<file path="config.mk">
export PLATFORM = sky130hd
export DESIGN_NAME = ultrasonic_echo_ranger
export DESIGN_NICKNAME = d
export VERILOG_FILES = /design/src/hw/rtl/uer_pkg.sv /design/src/hw/rtl/ultrasonic_echo_ranger.sv
export SDC_FILE = /design/constraint.sdc
export NUM_CORES = 1
export LEC_CHECK = 0
export BUFFER_PORTS_ARGS = -buffer_cell sky130_fd_sc_hd__buf_2
export CAP_MARGIN = 0
export CORE_MARGIN = 3
export CORE_UTILIZATION = 43
export CTS_BUF_LIST = sky130_fd_sc_hd__clkbuf_4 sky130_fd_sc_hd__clkbuf_8 sky130_fd_sc_hd__clkbuf_16
export DETAILED_ROUTE_END_ITERATION = 10
export REMOVE_ABC_BUFFERS = 1
export SYNTH_ARGS = -nofsm -noshare
export SYNTH_HDL_FRONTEND = slang
export SYNTH_SLANG_ARGS = --single-unit
export TNS_END_PERCENT = 30
</file>
<file path="constraint.sdc">
create_clock -name clk -period 8.6 [get_ports clk]
set_clock_uncertainty 0.1 [all_clocks]
set_input_delay 0.43 -clock clk [delete_from_list [all_inputs] [get_ports clk]]
set_output_delay 0.43 -clock clk [all_outputs]
set_load 0.02 [all_outputs]
</file>
<file path="src/hw/rtl/uer_pkg.sv">
package uer_pkg;

  localparam int COUNT_WIDTH_DEF = 16;

  localparam int TRIG_W = 8;
  localparam int TIMEOUT_W = 16;
  localparam int WIDTH_W = 16;
  localparam int DIST_W = 11;
  localparam int CFG_INDEX_W = 2;
  localparam int CFG_DATA_W = 16;

  localparam logic [TRIG_W-1:0] TRIGGER_TICKS_RST = 8'd20;
  localparam logic [TIMEOUT_W-1:0] RISE_TIMEOUT_RST = 16'd1000;
  localparam logic [TIMEOUT_W-1:0] ECHO_TIMEOUT_RST = 16'd30000;

  // Division by 58 as a multiply by ceil(2^22 / 58) and a shift; exact for 16-bit widths.
  localparam int RECIP_W = 17;
  localparam logic [RECIP_W-1:0] CM_RECIP = 17'd72316;
  localparam int CM_SHIFT = 22;
  localparam int PROD_W = WIDTH_W + RECIP_W;

  typedef enum logic [CFG_INDEX_W-1:0] {
    CFG_TRIGGER_TICKS = 2'd0,
    CFG_RISE_TIMEOUT  = 2'd1,
    CFG_ECHO_TIMEOUT  = 2'd2,
    CFG_UNUSED        = 2'd3
  } cfg_index_t;

  typedef enum logic [1:0] {
    PH_IDLE = 2'd0,
    PH_TRIG = 2'd1,
    PH_RISE = 2'd2,
    PH_HIGH = 2'd3
  } phase_t;

endpackage

</file>
<file path="src/hw/rtl/ultrasonic_echo_ranger.sv">
// Ultrasonic range measurement controller for an HC-SR04 style sensor.
// The input channel (in_valid, in_stall) carries one transaction per
// microsecond tick with start_req and the sampled echo_level. Every input
// transaction produces exactly one output transaction on (out_valid,
// out_stall) with the trigger pin level, done and failure flags, the echo
// width in microseconds, the distance in centimeters and the busy flag.
// The result of a tick appears in the cycle after it is accepted. A new tick
// can be accepted in every cycle, one tick per clock, unless the receiver stalls.
// The result register is the only buffer: while the receiver stalls and a
// result is waiting, in_stall is raised and no further tick is taken.
// The configuration channel (cfg_valid, cfg_ready, cfg_index, cfg_data) is
// always ready; index 0 sets the trigger length, 1 the rise timeout and 2 the
// echo timeout. Writes to other indexes are dropped.
// A synchronous reset returns the controller to idle, clears the pending
// result and restores the default configuration of 20, 1000 and 30000.
module ultrasonic_echo_ranger #(
  parameter int COUNT_WIDTH = uer_pkg::COUNT_WIDTH_DEF
) (
  input  logic                           clk,
  input  logic                           rst,
  input  logic                           in_valid,
  output logic                           in_stall,
  input  logic                           start_req,
  input  logic                           echo_level,
  output logic                           out_valid,
  input  logic                           out_stall,
  output logic                           trigger_level,
  output logic                           done_res,
  output logic                           failed,
  output logic [uer_pkg::WIDTH_W-1:0]    width_us,
  output logic [uer_pkg::DIST_W-1:0]     distance_cm,
  output logic                           busy_res,
  input  logic                           cfg_valid,
  output logic                           cfg_ready,
  input  logic [uer_pkg::CFG_INDEX_W-1:0] cfg_index,
  input  logic [uer_pkg::CFG_DATA_W-1:0]  cfg_data
);

  localparam int CMP_W = (COUNT_WIDTH + 1 > uer_pkg::TIMEOUT_W) ?
                         COUNT_WIDTH + 1 : uer_pkg::TIMEOUT_W;

  logic [uer_pkg::TRIG_W-1:0]    trigger_ticks;
  logic [uer_pkg::TIMEOUT_W-1:0] rise_timeout;
  logic [uer_pkg::TIMEOUT_W-1:0] echo_limit;

  uer_pkg::phase_t           phase;
  uer_pkg::phase_t           phase_next;
  logic [COUNT_WIDTH-1:0]    tick_count;
  logic [COUNT_WIDTH-1:0]    tick_count_next;

  logic                      accept;
  logic [COUNT_WIDTH:0]      count_inc;
  logic [CMP_W-1:0]          count_inc_cmp;
  logic                      trig_done;
  logic                      rise_fail;
  logic                      high_fail;
  logic                      first_high_fail;

  logic                      trig_d;
  logic                      done_d;
  logic                      fail_d;
  logic [uer_pkg::WIDTH_W-1:0] width_d;
  logic [uer_pkg::PROD_W-1:0]  dist_prod;

  assign cfg_ready = 1'b1;
  assign in_stall  = out_valid & out_stall;
  assign accept    = in_valid & ~in_stall;

  always_ff @(posedge clk) begin
    if (rst) begin
      trigger_ticks <= uer_pkg::TRIGGER_TICKS_RST;
      rise_timeout  <= uer_pkg::RISE_TIMEOUT_RST;
      echo_limit    <= uer_pkg::ECHO_TIMEOUT_RST;
    end else if (cfg_valid && cfg_ready) begin
      unique case (uer_pkg::cfg_index_t'(cfg_index))
        uer_pkg::CFG_TRIGGER_TICKS: trigger_ticks <= cfg_data[uer_pkg::TRIG_W-1:0];
        uer_pkg::CFG_RISE_TIMEOUT:  rise_timeout  <= cfg_data;
        uer_pkg::CFG_ECHO_TIMEOUT:  echo_limit    <= cfg_data;
        default: begin
        end
      endcase
    end
  end

  assign count_inc     = {1'b0, tick_count} + {{COUNT_WIDTH{1'b0}}, 1'b1};
  assign count_inc_cmp = CMP_W'(count_inc);

  assign trig_done = (CMP_W'(count_inc[COUNT_WIDTH-1:0]) >= CMP_W'(trigger_ticks)) ||
                     (count_inc[COUNT_WIDTH-1:0] == '0);
  assign rise_fail = (count_inc_cmp > CMP_W'(rise_timeout)) || count_inc[COUNT_WIDTH];
  assign high_fail = (count_inc_cmp > CMP_W'(echo_limit)) || count_inc[COUNT_WIDTH];
  assign first_high_fail = (echo_limit == '0);

  always_comb begin
    phase_next      = phase;
    tick_count_next = tick_count;
    unique case (phase)
      uer_pkg::PH_IDLE: begin
        tick_count_next = '0;
        if (start_req) begin
          if (trigger_ticks <= uer_pkg::TRIG_W'(1)) begin
            phase_next = uer_pkg::PH_RISE;
          end else begin
            phase_next      = uer_pkg::PH_TRIG;
            tick_count_next = COUNT_WIDTH'(1);
          end
        end
      end
      uer_pkg::PH_TRIG: begin
        if (trig_done) begin
          phase_next      = uer_pkg::PH_RISE;
          tick_count_next = '0;
        end else begin
          tick_count_next = count_inc[COUNT_WIDTH-1:0];
        end
      end
      uer_pkg::PH_RISE: begin
        if (echo_level) begin
          if (first_high_fail) begin
            phase_next      = uer_pkg::PH_IDLE;
            tick_count_next = '0;
          end else begin
            phase_next      = uer_pkg::PH_HIGH;
            tick_count_next = COUNT_WIDTH'(1);
          end
        end else if (rise_fail) begin
          phase_next      = uer_pkg::PH_IDLE;
          tick_count_next = '0;
        end else begin
          tick_count_next = count_inc[COUNT_WIDTH-1:0];
        end
      end
      uer_pkg::PH_HIGH: begin
        if (echo_level && !high_fail) begin
          tick_count_next = count_inc[COUNT_WIDTH-1:0];
        end else begin
          phase_next      = uer_pkg::PH_IDLE;
          tick_count_next = '0;
        end
      end
      default: begin
        phase_next      = uer_pkg::PH_IDLE;
        tick_count_next = '0;
      end
    endcase
  end

  always_comb begin
    trig_d  = 1'b0;
    done_d  = 1'b0;
    fail_d  = 1'b0;
    width_d = '0;
    unique case (phase)
      uer_pkg::PH_IDLE: begin
        trig_d = start_req;
      end
      uer_pkg::PH_TRIG: begin
        trig_d = 1'b1;
      end
      uer_pkg::PH_RISE: begin
        if (echo_level) begin
          done_d = first_high_fail;
          fail_d = first_high_fail;
        end else begin
          done_d = rise_fail;
          fail_d = rise_fail;
        end
      end
      uer_pkg::PH_HIGH: begin
        if (echo_level) begin
          done_d = high_fail;
          fail_d = high_fail;
        end else begin
          done_d  = 1'b1;
          width_d = uer_pkg::WIDTH_W'(tick_count);
        end
      end
      default: begin
      end
    endcase
  end

  assign dist_prod = uer_pkg::PROD_W'(width_d) * uer_pkg::PROD_W'(uer_pkg::CM_RECIP);

  always_ff @(posedge clk) begin
    if (rst) begin
      phase      <= uer_pkg::PH_IDLE;
      tick_count <= '0;
      out_valid  <= 1'b0;
    end else begin
      if (accept) begin
        phase      <= phase_next;
        tick_count <= tick_count_next;
        out_valid  <= 1'b1;
      end else if (!out_stall) begin
        out_valid  <= 1'b0;
      end
    end
  end

  always_ff @(posedge clk) begin
    if (accept) begin
      trigger_level <= trig_d;
      done_res      <= done_d;
      failed        <= fail_d;
      width_us      <= width_d;
      distance_cm   <= uer_pkg::DIST_W'(dist_prod >> uer_pkg::CM_SHIFT);
      busy_res      <= (phase_next != uer_pkg::PH_IDLE);
    end
  end

endmodule

</file>
==> flow_summary.yaml <==
sta:
  tightestPinTransition_ns: 1.058
  rsz0062_at_grt: "false"
  hold_viol_final: 0
  slew_viol_final: 0
  tns_ns: 0
  final-setup-viol-count: 0
  fin_crit_ns: 7.698
  setup_ws_ns: 0.9024
  fin_crit_sh: 0.8951
  relSlewSlack: 0.2921
  fmaxAchievable_mhz: 129.9
clocking:
  cts_buffer_depth: 2
  clock_sinks: 90
  path_clk_slew_ns: 0.07
  clock-root-buffer: "clkbuf_16"
  cts_resized: 0
  cts-buffers-inserted: 9
  post_cts_buffers: 0
  clk_latency_ns: 0.36
  cts-hold-fix-buffers: 0
  cts_tree: "done"
  h-tree-depth: 3
placed_design:
  placed_cells: 1290
  place_hpwl_um: 17600
  placed_cell_area_um2: 9519
  port_buffers: 57
  place_congestion: 0.8962
  place_ws_ns: 0.9661
power_and_ir_drop:
  power.share.switching: 0.2827
  combPwrFrac: 0.092
  power.share.sequential: 0.484
  leakagePower_nw: 5.149
  p_clk_frac: 0.424
  ir_worst_vdd_mv: 0.09489
  powerDensity_nw_per_um2: 98.12
  switching_power_mw: 0.2723
  power.internal_mw: 0.6909
synthesis:
  synth_ff_type: "dfxtp_1"
  synthArstFlopShare: 0
  synth_cells: 1004
  synth_cell_types: 64
  synth.most_common_cell: "inv_1"
  synth-seq-area-share: 0.2331
  postSynthAreaPerCell_um2: 9.024
  synth_top_area_frac: 0.1989
  synth_top_cells_by_count: "174 x inv_1, 144 x ha_1, 93 x nand2_1"
  syn_area_um2: 9060
  synth_edf_count: 31
  yosys_warnings: 0
  synth.area.top_cells: "ha_1 20%, fa_1 16%, dfxtp_1 13%, edfxtp_1 10%, inv_1 7.2%"
  synth.largest_area_cell: "ha_1"
  postSynthRegisterBits: 90
floorplan:
  io_pins: 59
  die-area_um2: 22850
  core_um2: 20490
  fp.dieH_um: 151.2
  rows: 52
  start_util: 0.4421
  die_x_um: 151.2
route:
  drt_iter0_markers: 378
  drc_errors: 0
  drt_wl_total_um: 22090
  drt_pass1_iterations: 5
  antenna_left: 0
  via_count: 6834
  vias_per_cell: 5.233
  wl_per_cell_um: 16.91
setup_path:
  cp-endpoint: "distance_cm[10]"
  worstPathArrival_ns: 7.70
  ff2ff_path_depth: 22
  crit_chain: "nand2_1, nor2_1, buf_4, nand2_1, fa_1, fa_1, inv_1, fa_1, fa_1, fa_1, inv_1, fa_1, inv_1, ha_1, a211o_1, a2111oi_0, o31ai_1, a22oi_1, o311ai_0, a31oi_1, o21bai_1, xor2_1"
  cp-end-kind: "flip-flop"
  r2r-start: "phase[0]"
  critPathSlowestCell: "a2111oi_0"
  cp_num_cells: 22
  timing.critical_path.from: "phase[0]"
  reg2reg_slack_ns: 0.90
  crit_family: "adder cells"
  slowest_delay_ns: 0.83
  required_ns: 8.60
  rr_endpoint: "distance_cm[10]"
  cp_num_buf_inv: 4
  crit_path_start_kind: "flip-flop"
  crit_path_max_fanout: 23
  critical_path_class: "reg2reg"
  crit_top_cell: "fa_1"
flow_run:
  drv_cap: 0
final_layout:
  areaGrowthSynthToFinish_pct: 8.355
  antenna_cells: 0
  drive_above_1_share: 0.09556
  fin_cells: 1306
  fin_area_um2: 9817
  num-nets-final: 1271
  nFillCells: 2019
global_route:
  grt_max_degree: 39
  grt_first_pass_wirelength_um: 35820
  antenna_found_initial: 0
  grt_overflow: 0
  grt_pass1_vias: 6891
  grt_use_total: 0.2036
worst_hold_path:
  worstHoldPathType: "in2reg"
  hold_depth: 2
status:
  status: "finished clean"
power by group through the flow:
stage	Clock, mW	Combinational [mW]	Sequential (mW)
after global routing	0.437	0.0988	0.469
after floorplan	0	0.0430	0.485
final	0.408	0.0885	0.467
after global placement	0	0.0884	0.476
after detailed placement	0	0.0889	0.476
after CTS	0.419	0.0896	0.467
logic make-up (layout without fill, tap and decap cells):
logic type	Yosys count	after routing	synth area share
simple gates	260	260	0.1391
buf+inv	219	251	0.09432
fa+ha+maj	217	217	0.3580
compound gates	164	164	0.1235
flops	90	90	0.2331
xor+xnor	50	50	0.04834
mux	3	3	0.003315
other cells	1	1	0.0004139
per-stage QoR:
step                      power [mW]    util  hold WS, ns
after floorplan               0.5279       -       0.3303
after global placement        0.5644  0.4645       0.3450
after detailed placement      0.5652  0.4645       0.3529
after CTS                     0.9754  0.4790       0.1989
after global routing           1.005  0.4790       0.2074
final                         0.9632  0.4790       0.2066
worst min-delay path by stage:
stage	startpoint	to	slack (ns)
after floorplan	echo_limit[3]	echo_limit[3]	0.33
after global placement	rise_timeout[2]	rise_timeout[2]	0.34
after detailed placement	rise_timeout[11]	rise_timeout[11]	0.35
after CTS	in_valid	out_valid	0.20
after global routing	in_valid	out_valid	0.21
final	in_valid	out_valid	0.21
layer usage:
layer,track usage,share of wire
met4,0.05757,0.020
met3,0.02962,0.031
met2,0.3362,0.47
met1,0.2794,0.48
met5,0,0
layout by cell type (no fill, tap or decap), drive strengths merged, types with 8 or more instances in the layout:
master and n:
nor4 11, dfxtp 59, fa 71, and2 16, ha 144, xnor2 32
buf 61, edfxtp 31, clkbuf 9, a21o 8, o21ai 17, nor2 61
xor2 18, nand3 21, nand2 94, o211ai 26, a21oi 53, a22o 11
nand4 19, inv 177
sequential cells by signal, indices dropped and copies added, names as in the netlist:
register and count:
distance_cm 11, out_valid 1, width_us 16, echo_limit 16
tick_count 16, rise_timeout 16, phase 2, busy_res 1
failed 1, trigger_level 1, trigger_ticks 8, done_res 1
cell type report:
type / count / area, um2 / area share
clock buffers: 9 / 225.2 / 0.02294
repair buffers: 61 / 315.3 / 0.03212
clock inverters: 7 / 72.57 / 0.007392
flip-flops and latches: 90 / 2112 / 0.2151
inverters: 174 / 653.1 / 0.06653
multi-input cells: 695 / 6101 / 0.6215
well taps: 270 / 337.8 / 0.03441
No activity file was read; power rests on OpenSTA's default activity.
